$ cat config.mk
export PLATFORM = sky130hd
export DESIGN_NAME = detection_proposal_decode_unit_flat
export DESIGN_NICKNAME = d
export VERILOG_FILES = /design/src/hdl/dpd_pkg.sv /design/src/hdl/dpd_channels.sv /design/src/hdl/dpd_front.sv /design/src/hdl/dpd_queue.sv /design/src/hdl/dpd_back.sv /design/src/hdl/detection_proposal_decode_unit.sv /design/src/flat_wrapper.sv
export SDC_FILE = /design/constraint.sdc
export NUM_CORES = 1
export LEC_CHECK = 0
export ABC_AREA = 1
export BUFFER_PORTS_ARGS = -buffer_cell sky130_fd_sc_hd__buf_4
export CORE_MARGIN = 2
export CORE_UTILIZATION = 54
export CTS_CLUSTER_SIZE = 24
export DETAILED_ROUTE_END_ITERATION = 12
export MAX_ROUTING_LAYER = met4
export PLACE_DENSITY_LB_ADDON = 0.3
export SETUP_SLACK_MARGIN = 0.5
export SLEW_MARGIN = 0
export SYNTH_ARGS = -nofsm -noshare
export SYNTH_HDL_FRONTEND = slang
export SYNTH_HIERARCHICAL = 1
export SYNTH_SLANG_ARGS = --single-unit
$ cat constraint.sdc
create_clock -name clk -period 8.66 [get_ports clk]
set_input_delay 0.433 -clock clk [delete_from_list [all_inputs] [get_ports clk]]
set_output_delay 0.433 -clock clk [all_outputs]
set_load 0.03 [all_outputs]
$ cat src/hdl/dpd_pkg.sv
// ----------------------------------------------------------------------------
// dpd_pkg
// Shared widths, register codes, record types and helpers of the detection
// proposal decoder.
// ----------------------------------------------------------------------------
`default_nettype none

package dpd_pkg;

	localparam int FRACTION_BITS = 8;
	localparam int VALUE_W       = 20;
	localparam int CONF_W        = FRACTION_BITS + 1;
	localparam int PROD_W        = 2 * CONF_W;
	localparam int LABEL_W       = 8;
	localparam int INDEX_W       = 16;
	localparam int POS_W         = 9;
	localparam int CLASS_W       = 8;
	localparam int SIZE_W        = 11;
	localparam int EDGE_LO_W     = 19;
	localparam int HALF_W        = VALUE_W + 1;
	localparam int SUM_W         = VALUE_W + 3;
	localparam int CFG_IDX_W     = 2;
	localparam int CFG_DATA_W    = 11;

	localparam logic [CONF_W-1:0] ONE_Q = CONF_W'(1 << FRACTION_BITS);

	localparam logic [CLASS_W-1:0]   CLASS_COUNT_RST = CLASS_W'(80);
	localparam logic [SIZE_W-1:0]    IMAGE_SIZE_RST  = SIZE_W'(320);
	localparam logic [CONF_W-1:0]    OBJ_THR_RST     = CONF_W'(128);
	localparam logic [CONF_W-1:0]    SCORE_THR_RST   = CONF_W'(128);

	typedef enum logic [CFG_IDX_W-1:0] {
		REG_CLASS_COUNT,
		REG_IMAGE_SIZE,
		REG_OBJECT_THRESHOLD,
		REG_SCORE_THRESHOLD
	} reg_index_t;

	// one finished row, handed from the front to the back
	typedef struct packed {
		logic signed [VALUE_W-1:0] center_x;
		logic signed [VALUE_W-1:0] center_y;
		logic signed [VALUE_W-1:0] box_width;
		logic signed [VALUE_W-1:0] box_height;
		logic [CONF_W-1:0]         objectness;
		logic [CONF_W-1:0]         best_score;
		logic [LABEL_W-1:0]        label;
		logic [INDEX_W-1:0]        index;
	} row_rec_t;

	typedef struct packed {
		logic [SIZE_W-1:0] image_size;
		logic [CONF_W-1:0] object_threshold;
		logic [CONF_W-1:0] score_threshold;
	} back_cfg_t;

	typedef struct packed {
		logic [EDGE_LO_W-1:0]      left;
		logic [EDGE_LO_W-1:0]      top;
		logic signed [VALUE_W-1:0] right;
		logic signed [VALUE_W-1:0] bottom;
		logic [CONF_W-1:0]         score;
		logic [LABEL_W-1:0]        label;
		logic [INDEX_W-1:0]        proposal_index;
	} result_t;

	// confidence saturated to [0, one]
	function automatic logic [CONF_W-1:0] sat_unit(input logic signed [VALUE_W-1:0] v);
		logic [CONF_W-1:0] r;
		if (v < 0) begin
			r = '0;
		end else if (v > $signed({{(VALUE_W-CONF_W){1'b0}}, ONE_Q})) begin
			r = ONE_Q;
		end else begin
			r = v[CONF_W-1:0];
		end
		return r;
	endfunction

endpackage

`default_nettype wire

$ cat src/hdl/dpd_channels.sv
// ----------------------------------------------------------------------------
// dpd channels
// Valid/ready channels for row elements in and proposals out.
// ----------------------------------------------------------------------------
`default_nettype none

interface dpd_elem_if;
	logic                               valid;
	logic                               ready;
	logic signed [dpd_pkg::VALUE_W-1:0] value;

	modport source (output valid, output value, input ready);
	modport sink   (input valid, input value, output ready);
endinterface

interface dpd_prop_if;
	logic                                 valid;
	logic                                 ready;
	logic [dpd_pkg::EDGE_LO_W-1:0]        left;
	logic [dpd_pkg::EDGE_LO_W-1:0]        top;
	logic signed [dpd_pkg::VALUE_W-1:0]   right;
	logic signed [dpd_pkg::VALUE_W-1:0]   bottom;
	logic [dpd_pkg::CONF_W-1:0]           score;
	logic [dpd_pkg::LABEL_W-1:0]          label;
	logic [dpd_pkg::INDEX_W-1:0]          proposal_index;

	modport source (output valid, output left, output top, output right, output bottom,
		output score, output label, output proposal_index, input ready);
	modport sink   (input valid, input left, input top, input right, input bottom,
		input score, input label, input proposal_index, output ready);
endinterface

`default_nettype wire

$ cat src/hdl/dpd_front.sv
// ----------------------------------------------------------------------------
// dpd_front
// Tracks the row position, keeps box fields and the running class maximum,
// and emits a row record at the last element of each row.
// ----------------------------------------------------------------------------
`default_nettype none

module dpd_front #(
	parameter int MAX_CLASSES = 255
) (
	input  wire logic                               clk,
	input  wire logic                               arst_n,
	input  wire logic [dpd_pkg::CLASS_W-1:0]        class_count,
	input  wire logic                               take,
	input  wire logic signed [dpd_pkg::VALUE_W-1:0] value,
	output logic                                    push,
	output dpd_pkg::row_rec_t                       rec
);

	localparam logic [dpd_pkg::CLASS_W-1:0] MAX_C = dpd_pkg::CLASS_W'(MAX_CLASSES);
	localparam logic [dpd_pkg::POS_W-1:0]   POS_FIRST_CLASS = dpd_pkg::POS_W'(5);

	logic [dpd_pkg::POS_W-1:0]          pos_q;
	logic [dpd_pkg::INDEX_W-1:0]        count_q;
	logic signed [dpd_pkg::VALUE_W-1:0] cx_q, cy_q, w_q, h_q;
	logic [dpd_pkg::CONF_W-1:0]         obj_q, best_q;
	logic [dpd_pkg::LABEL_W-1:0]        label_q;

	logic [dpd_pkg::CLASS_W-1:0] classes;
	logic [dpd_pkg::POS_W:0]     row_last;
	logic                        is_class, row_end;
	logic [dpd_pkg::CONF_W-1:0]  sat, best_d;
	logic [dpd_pkg::LABEL_W-1:0] label_d;
	logic [dpd_pkg::POS_W-1:0]   cls;

	always_comb begin
		classes = (class_count > MAX_C) ? MAX_C : class_count;
		if (classes == '0) begin
			classes = dpd_pkg::CLASS_W'(1);
		end
		row_last = (dpd_pkg::POS_W+1)'(4) + {{(dpd_pkg::POS_W+1-dpd_pkg::CLASS_W){1'b0}}, classes};
		is_class = pos_q >= POS_FIRST_CLASS;
		row_end  = is_class && ({1'b0, pos_q} >= row_last);
		sat      = dpd_pkg::sat_unit(value);
		cls      = pos_q - POS_FIRST_CLASS;
		// strict greater-than keeps the lower class on ties
		if (pos_q == POS_FIRST_CLASS) begin
			best_d  = sat;
			label_d = '0;
		end else if (sat > best_q) begin
			best_d  = sat;
			label_d = cls[dpd_pkg::LABEL_W-1:0];
		end else begin
			best_d  = best_q;
			label_d = label_q;
		end
	end

	assign push = take && row_end;

	always_comb begin
		rec.center_x   = cx_q;
		rec.center_y   = cy_q;
		rec.box_width  = w_q;
		rec.box_height = h_q;
		rec.objectness = obj_q;
		rec.best_score = best_d;
		rec.label      = label_d;
		rec.index      = count_q;
	end

	always_ff @(posedge clk or negedge arst_n) begin
		if (!arst_n) begin
			pos_q   <= '0;
			count_q <= '0;
		end else if (take) begin
			if (row_end) begin
				pos_q   <= '0;
				count_q <= count_q + 1'b1;
			end else begin
				pos_q <= pos_q + 1'b1;
			end
		end
	end

	always_ff @(posedge clk) begin
		if (take) begin
			unique case (pos_q)
				dpd_pkg::POS_W'(0): cx_q  <= value;
				dpd_pkg::POS_W'(1): cy_q  <= value;
				dpd_pkg::POS_W'(2): w_q   <= value;
				dpd_pkg::POS_W'(3): h_q   <= value;
				dpd_pkg::POS_W'(4): obj_q <= sat;
				default: begin
					best_q  <= best_d;
					label_q <= label_d;
				end
			endcase
		end
	end

endmodule

`default_nettype wire

$ cat src/hdl/dpd_queue.sv
// ----------------------------------------------------------------------------
// dpd_queue
// Short first-in first-out queue of row records between front and back.
// ----------------------------------------------------------------------------
`default_nettype none

module dpd_queue #(
	parameter int DEPTH = 2
) (
	input  wire logic              clk,
	input  wire logic              arst_n,
	input  wire logic              push,
	input  wire dpd_pkg::row_rec_t rec_in,
	output logic                   full,
	input  wire logic              pop,
	output logic                   head_valid,
	output dpd_pkg::row_rec_t      head
);

	localparam int PTR_W = (DEPTH > 1) ? $clog2(DEPTH) : 1;
	localparam int CNT_W = $clog2(DEPTH + 1);
	localparam logic [PTR_W-1:0] LAST = PTR_W'(DEPTH - 1);

	dpd_pkg::row_rec_t  mem_q [DEPTH];
	logic [PTR_W-1:0]   wr_q, rd_q;
	logic [CNT_W-1:0]   cnt_q;

	assign full       = cnt_q == CNT_W'(DEPTH);
	assign head_valid = cnt_q != '0;
	assign head       = mem_q[rd_q];

	always_ff @(posedge clk or negedge arst_n) begin
		if (!arst_n) begin
			wr_q  <= '0;
			rd_q  <= '0;
			cnt_q <= '0;
		end else begin
			if (push) begin
				wr_q <= (wr_q == LAST) ? '0 : wr_q + 1'b1;
			end
			if (pop) begin
				rd_q <= (rd_q == LAST) ? '0 : rd_q + 1'b1;
			end
			if (push && !pop) begin
				cnt_q <= cnt_q + 1'b1;
			end else if (pop && !push) begin
				cnt_q <= cnt_q - 1'b1;
			end
		end
	end

	always_ff @(posedge clk) begin
		if (push) begin
			mem_q[wr_q] <= rec_in;
		end
	end

endmodule

`default_nettype wire

$ cat src/hdl/dpd_back.sv
// ----------------------------------------------------------------------------
// dpd_back
// Scores a finished row, applies both thresholds and converts the box to
// clamped corners; two pipeline stages, the second is the output register.
// ----------------------------------------------------------------------------
`default_nettype none

module dpd_back (
	input  wire logic               clk,
	input  wire logic               arst_n,
	input  wire dpd_pkg::back_cfg_t cfg,
	input  wire logic               head_valid,
	input  wire dpd_pkg::row_rec_t  head,
	output logic                    pop,
	output logic                    out_valid,
	input  wire logic               out_ready,
	output dpd_pkg::result_t        result
);

	localparam int F  = dpd_pkg::FRACTION_BITS;
	localparam int VW = dpd_pkg::VALUE_W;
	localparam int HW = dpd_pkg::HALF_W;
	localparam int SW = dpd_pkg::SUM_W;
	localparam int PW = dpd_pkg::PROD_W;
	localparam int CW = dpd_pkg::CONF_W;
	localparam logic signed [HW-1:0] LO_MAX = HW'((1 << dpd_pkg::EDGE_LO_W) - 1);
	localparam logic signed [HW-1:0] HI_MIN = -(HW'(1 << (VW - 1)));
	localparam logic [PW:0] ROUND = (PW+1)'(1 << (F - 1));

	// stage 1
	logic                        s1_valid_q;
	logic [PW-1:0]               prod_s1;
	logic [CW-1:0]               obj_s1;
	logic signed [HW-1:0]        x1_s1, y1_s1, x2_s1, y2_s1;
	logic [dpd_pkg::LABEL_W-1:0] label_s1;
	logic [dpd_pkg::INDEX_W-1:0] index_s1;

	logic                        out_valid_q;
	dpd_pkg::result_t            result_q;

	logic adv2, s1_load;

	// corner = floor((2c -+ s + 1) / 2)
	function automatic logic signed [HW-1:0] corner(
		input logic signed [VW-1:0] c,
		input logic signed [VW-1:0] s,
		input logic                 upper
	);
		logic signed [SW-1:0] t;
		if (upper) begin
			t = (SW'(c) <<< 1) + SW'(s) + SW'(1);
		end else begin
			t = (SW'(c) <<< 1) - SW'(s) + SW'(1);
		end
		return t[HW:1];
	endfunction

	function automatic logic [dpd_pkg::EDGE_LO_W-1:0] clamp_lo(input logic signed [HW-1:0] v);
		logic [dpd_pkg::EDGE_LO_W-1:0] r;
		if (v < 0) begin
			r = '0;
		end else if (v > LO_MAX) begin
			r = LO_MAX[dpd_pkg::EDGE_LO_W-1:0];
		end else begin
			r = v[dpd_pkg::EDGE_LO_W-1:0];
		end
		return r;
	endfunction

	function automatic logic signed [VW-1:0] clamp_hi(
		input logic signed [HW-1:0] v,
		input logic signed [HW-1:0] upper
	);
		logic signed [HW-1:0] m;
		m = (v > upper) ? upper : v;
		if (m < HI_MIN) begin
			m = HI_MIN;
		end
		return m[VW-1:0];
	endfunction

	logic signed [dpd_pkg::SIZE_W:0] size_m1;
	logic signed [HW-1:0]            upper;
	logic                            pass;
	logic [PW:0]                     rounded;

	always_comb begin
		size_m1 = $signed({1'b0, cfg.image_size}) - (dpd_pkg::SIZE_W+1)'(1);
		upper   = HW'($signed({size_m1, {F{1'b0}}}));
		pass    = (obj_s1 >= cfg.object_threshold)
			&& ({1'b0, prod_s1} >= {1'b0, cfg.score_threshold, {F{1'b0}}});
		rounded = {1'b0, prod_s1} + ROUND;
	end

	assign adv2    = !out_valid_q || out_ready;
	assign s1_load = !s1_valid_q || adv2;
	assign pop     = head_valid && s1_load;

	always_ff @(posedge clk or negedge arst_n) begin
		if (!arst_n) begin
			s1_valid_q  <= 1'b0;
			out_valid_q <= 1'b0;
		end else begin
			if (s1_load) begin
				s1_valid_q <= head_valid;
			end
			if (adv2) begin
				// dropped rows leave no word behind
				out_valid_q <= s1_valid_q && pass;
			end
		end
	end

	always_ff @(posedge clk) begin
		if (pop) begin
			prod_s1  <= PW'(head.objectness) * PW'(head.best_score);
			obj_s1   <= head.objectness;
			x1_s1    <= corner(head.center_x, head.box_width, 1'b0);
			y1_s1    <= corner(head.center_y, head.box_height, 1'b0);
			x2_s1    <= corner(head.center_x, head.box_width, 1'b1);
			y2_s1    <= corner(head.center_y, head.box_height, 1'b1);
			label_s1 <= head.label;
			index_s1 <= head.index;
		end
		if (adv2 && s1_valid_q) begin
			result_q.left           <= clamp_lo(x1_s1);
			result_q.top            <= clamp_lo(y1_s1);
			result_q.right          <= clamp_hi(x2_s1, upper);
			result_q.bottom         <= clamp_hi(y2_s1, upper);
			result_q.score          <= rounded[F+CW-1:F];
			result_q.label          <= label_s1;
			result_q.proposal_index <= index_s1;
		end
	end

	assign out_valid = out_valid_q;
	assign result    = result_q;

endmodule

`default_nettype wire

$ cat src/hdl/detection_proposal_decode_unit.sv
// ----------------------------------------------------------------------------
// detection_proposal_decode_unit
// Streams detector rows one element per word and emits thresholded boxes.
// ----------------------------------------------------------------------------
// throughput: one element word per cycle; ready only drops when the row queue
//   is full, i.e. while the proposal output is held back
// path: after the last word of its row a proposal goes through the queue write,
//   the score and corner stage and the output register before it is valid
// reset: arst_n clears row position, row counter, queue and valid flags and
//   loads the register defaults; no clearing pass
`default_nettype none

module detection_proposal_decode_unit #(
	parameter int MAX_CLASSES = 255,
	parameter int QUEUE_DEPTH = 2
) (
	input  wire logic                               clk,
	input  wire logic                               arst_n,
	dpd_elem_if.sink                                elements,
	dpd_prop_if.source                              proposals,
	input  wire logic                               cfg_write,
	input  wire logic [dpd_pkg::CFG_IDX_W-1:0]      cfg_index,
	input  wire logic [dpd_pkg::CFG_DATA_W-1:0]     cfg_data
);

	logic [dpd_pkg::CLASS_W-1:0] class_count_q;
	logic [dpd_pkg::SIZE_W-1:0]  image_size_q;
	logic [dpd_pkg::CONF_W-1:0]  obj_thr_q;
	logic [dpd_pkg::CONF_W-1:0]  score_thr_q;

	always_ff @(posedge clk or negedge arst_n) begin
		if (!arst_n) begin
			class_count_q <= dpd_pkg::CLASS_COUNT_RST;
			image_size_q  <= dpd_pkg::IMAGE_SIZE_RST;
			obj_thr_q     <= dpd_pkg::OBJ_THR_RST;
			score_thr_q   <= dpd_pkg::SCORE_THR_RST;
		end else if (cfg_write) begin
			unique case (dpd_pkg::reg_index_t'(cfg_index))
				dpd_pkg::REG_CLASS_COUNT:      class_count_q <= cfg_data[dpd_pkg::CLASS_W-1:0];
				dpd_pkg::REG_IMAGE_SIZE:       image_size_q  <= cfg_data[dpd_pkg::SIZE_W-1:0];
				dpd_pkg::REG_OBJECT_THRESHOLD: obj_thr_q     <= cfg_data[dpd_pkg::CONF_W-1:0];
				dpd_pkg::REG_SCORE_THRESHOLD:  score_thr_q   <= cfg_data[dpd_pkg::CONF_W-1:0];
				default: ;
			endcase
		end
	end

	logic               take, push, full, pop, head_valid;
	dpd_pkg::row_rec_t  rec, head;
	dpd_pkg::back_cfg_t back_cfg;
	dpd_pkg::result_t   result;

	assign elements.ready = !full;
	assign take           = elements.valid && !full;

	dpd_front #(
		.MAX_CLASSES(MAX_CLASSES)
	) u_front (
		.clk        (clk),
		.arst_n     (arst_n),
		.class_count(class_count_q),
		.take       (take),
		.value      (elements.value),
		.push       (push),
		.rec        (rec)
	);

	dpd_queue #(
		.DEPTH(QUEUE_DEPTH)
	) u_queue (
		.clk       (clk),
		.arst_n    (arst_n),
		.push      (push),
		.rec_in    (rec),
		.full      (full),
		.pop       (pop),
		.head_valid(head_valid),
		.head      (head)
	);

	always_comb begin
		back_cfg.image_size       = image_size_q;
		back_cfg.object_threshold = obj_thr_q;
		back_cfg.score_threshold  = score_thr_q;
	end

	dpd_back u_back (
		.clk       (clk),
		.arst_n    (arst_n),
		.cfg       (back_cfg),
		.head_valid(head_valid),
		.head      (head),
		.pop       (pop),
		.out_valid (proposals.valid),
		.out_ready (proposals.ready),
		.result    (result)
	);

	assign proposals.left           = result.left;
	assign proposals.top            = result.top;
	assign proposals.right          = result.right;
	assign proposals.bottom         = result.bottom;
	assign proposals.score          = result.score;
	assign proposals.label          = result.label;
	assign proposals.proposal_index = result.proposal_index;

endmodule

`default_nettype wire
$ cat src/flat_wrapper.sv
// flat-port wrapper written by rule: the top's interface ports become plain ports
module detection_proposal_decode_unit_flat 
#(
	parameter int MAX_CLASSES = 255,
	parameter int QUEUE_DEPTH = 2
)
  (clk, arst_n, cfg_write, cfg_index, cfg_data, elements_valid, elements_value, elements_ready, proposals_valid, proposals_left, proposals_top, proposals_right, proposals_bottom, proposals_score, proposals_label, proposals_proposal_index, proposals_ready);
  dpd_elem_if elements_i ();
  dpd_prop_if proposals_i ();
  input  wire logic clk;
  input  wire logic arst_n;
  input  wire logic cfg_write;
  input  wire logic [dpd_pkg::CFG_IDX_W-1:0] cfg_index;
  input  wire logic [dpd_pkg::CFG_DATA_W-1:0] cfg_data;
  input wire logic [$bits(elements_i.valid)-1:0] elements_valid;
  input wire logic [$bits(elements_i.value)-1:0] elements_value;
  output wire logic [$bits(elements_i.ready)-1:0] elements_ready;
  output wire logic [$bits(proposals_i.valid)-1:0] proposals_valid;
  output wire logic [$bits(proposals_i.left)-1:0] proposals_left;
  output wire logic [$bits(proposals_i.top)-1:0] proposals_top;
  output wire logic [$bits(proposals_i.right)-1:0] proposals_right;
  output wire logic [$bits(proposals_i.bottom)-1:0] proposals_bottom;
  output wire logic [$bits(proposals_i.score)-1:0] proposals_score;
  output wire logic [$bits(proposals_i.label)-1:0] proposals_label;
  output wire logic [$bits(proposals_i.proposal_index)-1:0] proposals_proposal_index;
  input wire logic [$bits(proposals_i.ready)-1:0] proposals_ready;
  assign elements_i.valid = elements_valid;
  assign elements_i.value = elements_value;
  assign elements_ready = elements_i.ready;
  assign proposals_valid = proposals_i.valid;
  assign proposals_left = proposals_i.left;
  assign proposals_top = proposals_i.top;
  assign proposals_right = proposals_i.right;
  assign proposals_bottom = proposals_i.bottom;
  assign proposals_score = proposals_i.score;
  assign proposals_label = proposals_i.label;
  assign proposals_proposal_index = proposals_i.proposal_index;
  assign proposals_i.ready = proposals_ready;
  detection_proposal_decode_unit #(.MAX_CLASSES(MAX_CLASSES), .QUEUE_DEPTH(QUEUE_DEPTH)) u_core (.clk(clk), .arst_n(arst_n), .elements(elements_i), .proposals(proposals_i), .cfg_write(cfg_write), .cfg_index(cfg_index), .cfg_data(cfg_data));
endmodule
==> run summary <==
total CTS buffers: 69
antenna cells: 0
most used cell, CP: fa_1
worst-case clock buffer depth: 3
YS warnings: 6
post-cts repair resize count: 0
layout net count: 3655
final setup TNS: 0 ns
simple logic cell fraction of the synthesized area: 15.50%
vias in the first global route: 22.47k
Req. time, crit path: 9.01 ns
clock latency on the worst-skew pair: 0.63 ns
status: finished clean
Post-synth top cells: nand2_1 (648), edfxtp_1 (596), inv_1 (457)
most frequent cell after synthesis: nand2_1
Mapped Avg Cell Area: 10.99 um2
root buf cell: clkbuf_16
Antenna Nets Post-Route: 0
Worst EP arrival: 5.67 ns
fraction of layout cells with a size suffix above 1: 12.64%
reg-to-reg slack, setup: 3.34 ns
Post-CTS Hold Fix Bufs: 1
CP endpoint kind: register
Placer Congestion: 0.9709
worst-margin pin slew: 0.9563 ns
Yosys cell types: 49
Tot GR Track Use: 24.02%
fin crit share: 61.45%
final hold viol count: 0
setup violators final: 0
first-pass GRT wire length: 121.6 mm
Setup Fix Bufs, Post-CTS: 0
DPL Wire Length: 56.92 mm
critical path peak fanout: 47
number of port buffers: 150
Final Max Tran Viols: 0
Detailed Routing Iterations Pass 1: 7
Hold Crit Class: primary input to register
top_reg_cell synth: edfxtp_1
critical-path cell list: mux2_4, nand2_1, fa_1, inv_1, fa_1, inv_1, fa_1, fa_1, inv_1, ha_1, a21oi_1, o21ai_0, a21oi_1, o21bai_1, xor2_1
core area: 0.06412 mm2
top cell type's share of synthesized area: 51.40%
Syn Nets: 3490
Final Util: 60.78%
Crit Path Class: register to register
Max H-tree Level: 3
CP Launch Type: register
Adder-Cell Fraction of Synth Area: 11.33%
std cell rows: 93
fraction of synthesized area in multiplexers: 4.700%
Compound-Gate Fraction of Synth Area: 3.378%
count of clock tree sinks: 664
Post-Syn Instances: 3169
post-synthesis xor/xnor area fraction: 2.566%
final WL: 76.42 mm
# DRC: 0
height of the chip: 257.9 um
largest net degree at the start of global routing: 69
clk slew on worst S/H paths: 0.06 ns
Worst Skew: 0.03117 ns
grt ovf: 0
sequential fraction of the synthesis area: 56.31%
Cell Area, Synth: 0.03482 mm2
CP max-delay cell: dfrtp_4
largest family of logic cells by synthesized area: simple AND/OR/NAND/NOR gates
Die X: 257.9 um
Rel. slew slack: 36.25%
Tmin final: 5.321 ns
initial antenna violation count: 0
P&R area growth vs syn: 11.93%
routed vias/inst: 5.359
EDFF count, synth: 596
initial cell density of the core: 54.31%
clock tree from TritonCTS: done
wire per inst: 18.02 um
Starting DRT DRC Count: 1770
Post-synth ARST share: 10.24%
via count: 22.73k
Die ar.: 0.06653 mm2
register bit total from synthesis: 664
dpl ws: 3.383 ns
main area contributors after synthesis: edfxtp_1 (51%), ha_1 (8.2%), nand2_1 (7.0%), inv_1 (4.9%), dfrtp_1 (4.5%)
Final Worst Setup Slack: 3.339 ns
worst stage delay on the critical path: 0.99 ns
leading area contributor after synthesis: edfxtp_1
unrepaired setup endpoints after global routing: no
Max Fclk: 187.9 MHz
maxcap violations: 0
num ports: 151
==> registers in the layout (all words and copies together), names as in the netlist, 16 cells and up <==
signal and count:
u_core/u_back/prod_s1 18, u_core/u_front/h_q 20, u_core/u_front/cy_q 20, u_core/u_back/x1_s1 21, u_core/u_back/index_s1 16, u_core/u_queue/mem_q 244, u_core/u_back/x2_s1 21, u_core/u_back/result 111
u_core/u_front/count_q 16, u_core/u_back/y1_s1 21, u_core/u_front/w_q 20, u_core/u_back/y2_s1 21, u_core/u_front/cx_q 20
==> cells by family after synthesis <==
logic type,Yosys count
AO/OA/AOI/OAI,208
XOR/XNOR,102
adder cells (fa/ha/maj),283
buffers and inverters,537
flip-flops,664
multiplexers,122
AND/OR/NAND/NOR,1253
==> cell usage in the layout, fill, tap and decap left out, drive strengths merged, types with 19 or more instances in the layout <==
cell type and instances:
xnor2 19, xor2 83, nand3 148, clkinv 25, nand4 109, edfxtp 596
a21oi 100, fa 54, mux2 122, nor3 27, dfrtp 62, inv 471
nand2 652, clkbuf 85, nor2 293, buf 166, ha 229, o21ai 52
==> metrics by stage <==
step	cell area [um2]	hold WS, ns	cells
6_report	38970	0.06628	4242
5_1_grt	38970	0.05530	4242
4_1_cts	38970	0.03890	4242
3_5_place_dp	36750	0.4054	4117
3_3_place_gp	36750	0.4028	4117
2_1_floorplan	34820	0.1374	3169
==> final timing paths <==
path	start	to	cells after the start
hold / removal	elements_value[16]	u_core/u_front/w_q[16]$_DFFE_PP_	1
hold reg to reg	u_core/u_back/label_s1[7]$_DFFE_PP_	u_core/u_back/result[23]$_DFFE_PP_	0
min in group asynchronous	arst_n	u_core/u_front/count_q[9]$_DFFE_PN0P_	2
setup / recovery	u_core/u_queue/rd_q$_DFFE_PN0P_	u_core/u_back/prod_s1[14]$_DFFE_PP_	15
setup reg to reg	u_core/u_queue/rd_q$_DFFE_PN0P_	u_core/u_back/prod_s1[14]$_DFFE_PP_	15
max in group asynchronous	arst_n	u_core/u_queue/rd_q$_DFFE_PN0P_	2
==> per-layer routing <==
metal  global-route usage, %  share of wire, %
met1                   32.34                44
met2                   38.95                48
met3                   2.513               5.6
met4                   7.001               2.4
met5                       -                 0
==> final cells by class <==
cell class | count | area, um2
fillers | 5148 | 25140
flip-flops and latches | 664 | 19610
multi-input cells | 1968 | 13080
clock buffers | 85 | 1828
inverters | 464 | 1747
repair buffers | 167 | 1256
well taps | 855 | 1070
clock inverters | 39 | 386.6
==> worst max-delay path, delay by kind of cell, from the launching register on <==
family	cells	cell delay [ns]
mux	1	0.39
xor+xnor	1	0.15
flops	1	0.99
buf+inv	3	0.14
simple gates	1	0.10
fa+ha+maj	5	2.39
compound gates	4	0.86
Power is not shown: default switching activity piles up to over one toggle a cycle in this logic, so the estimate is an artifact.
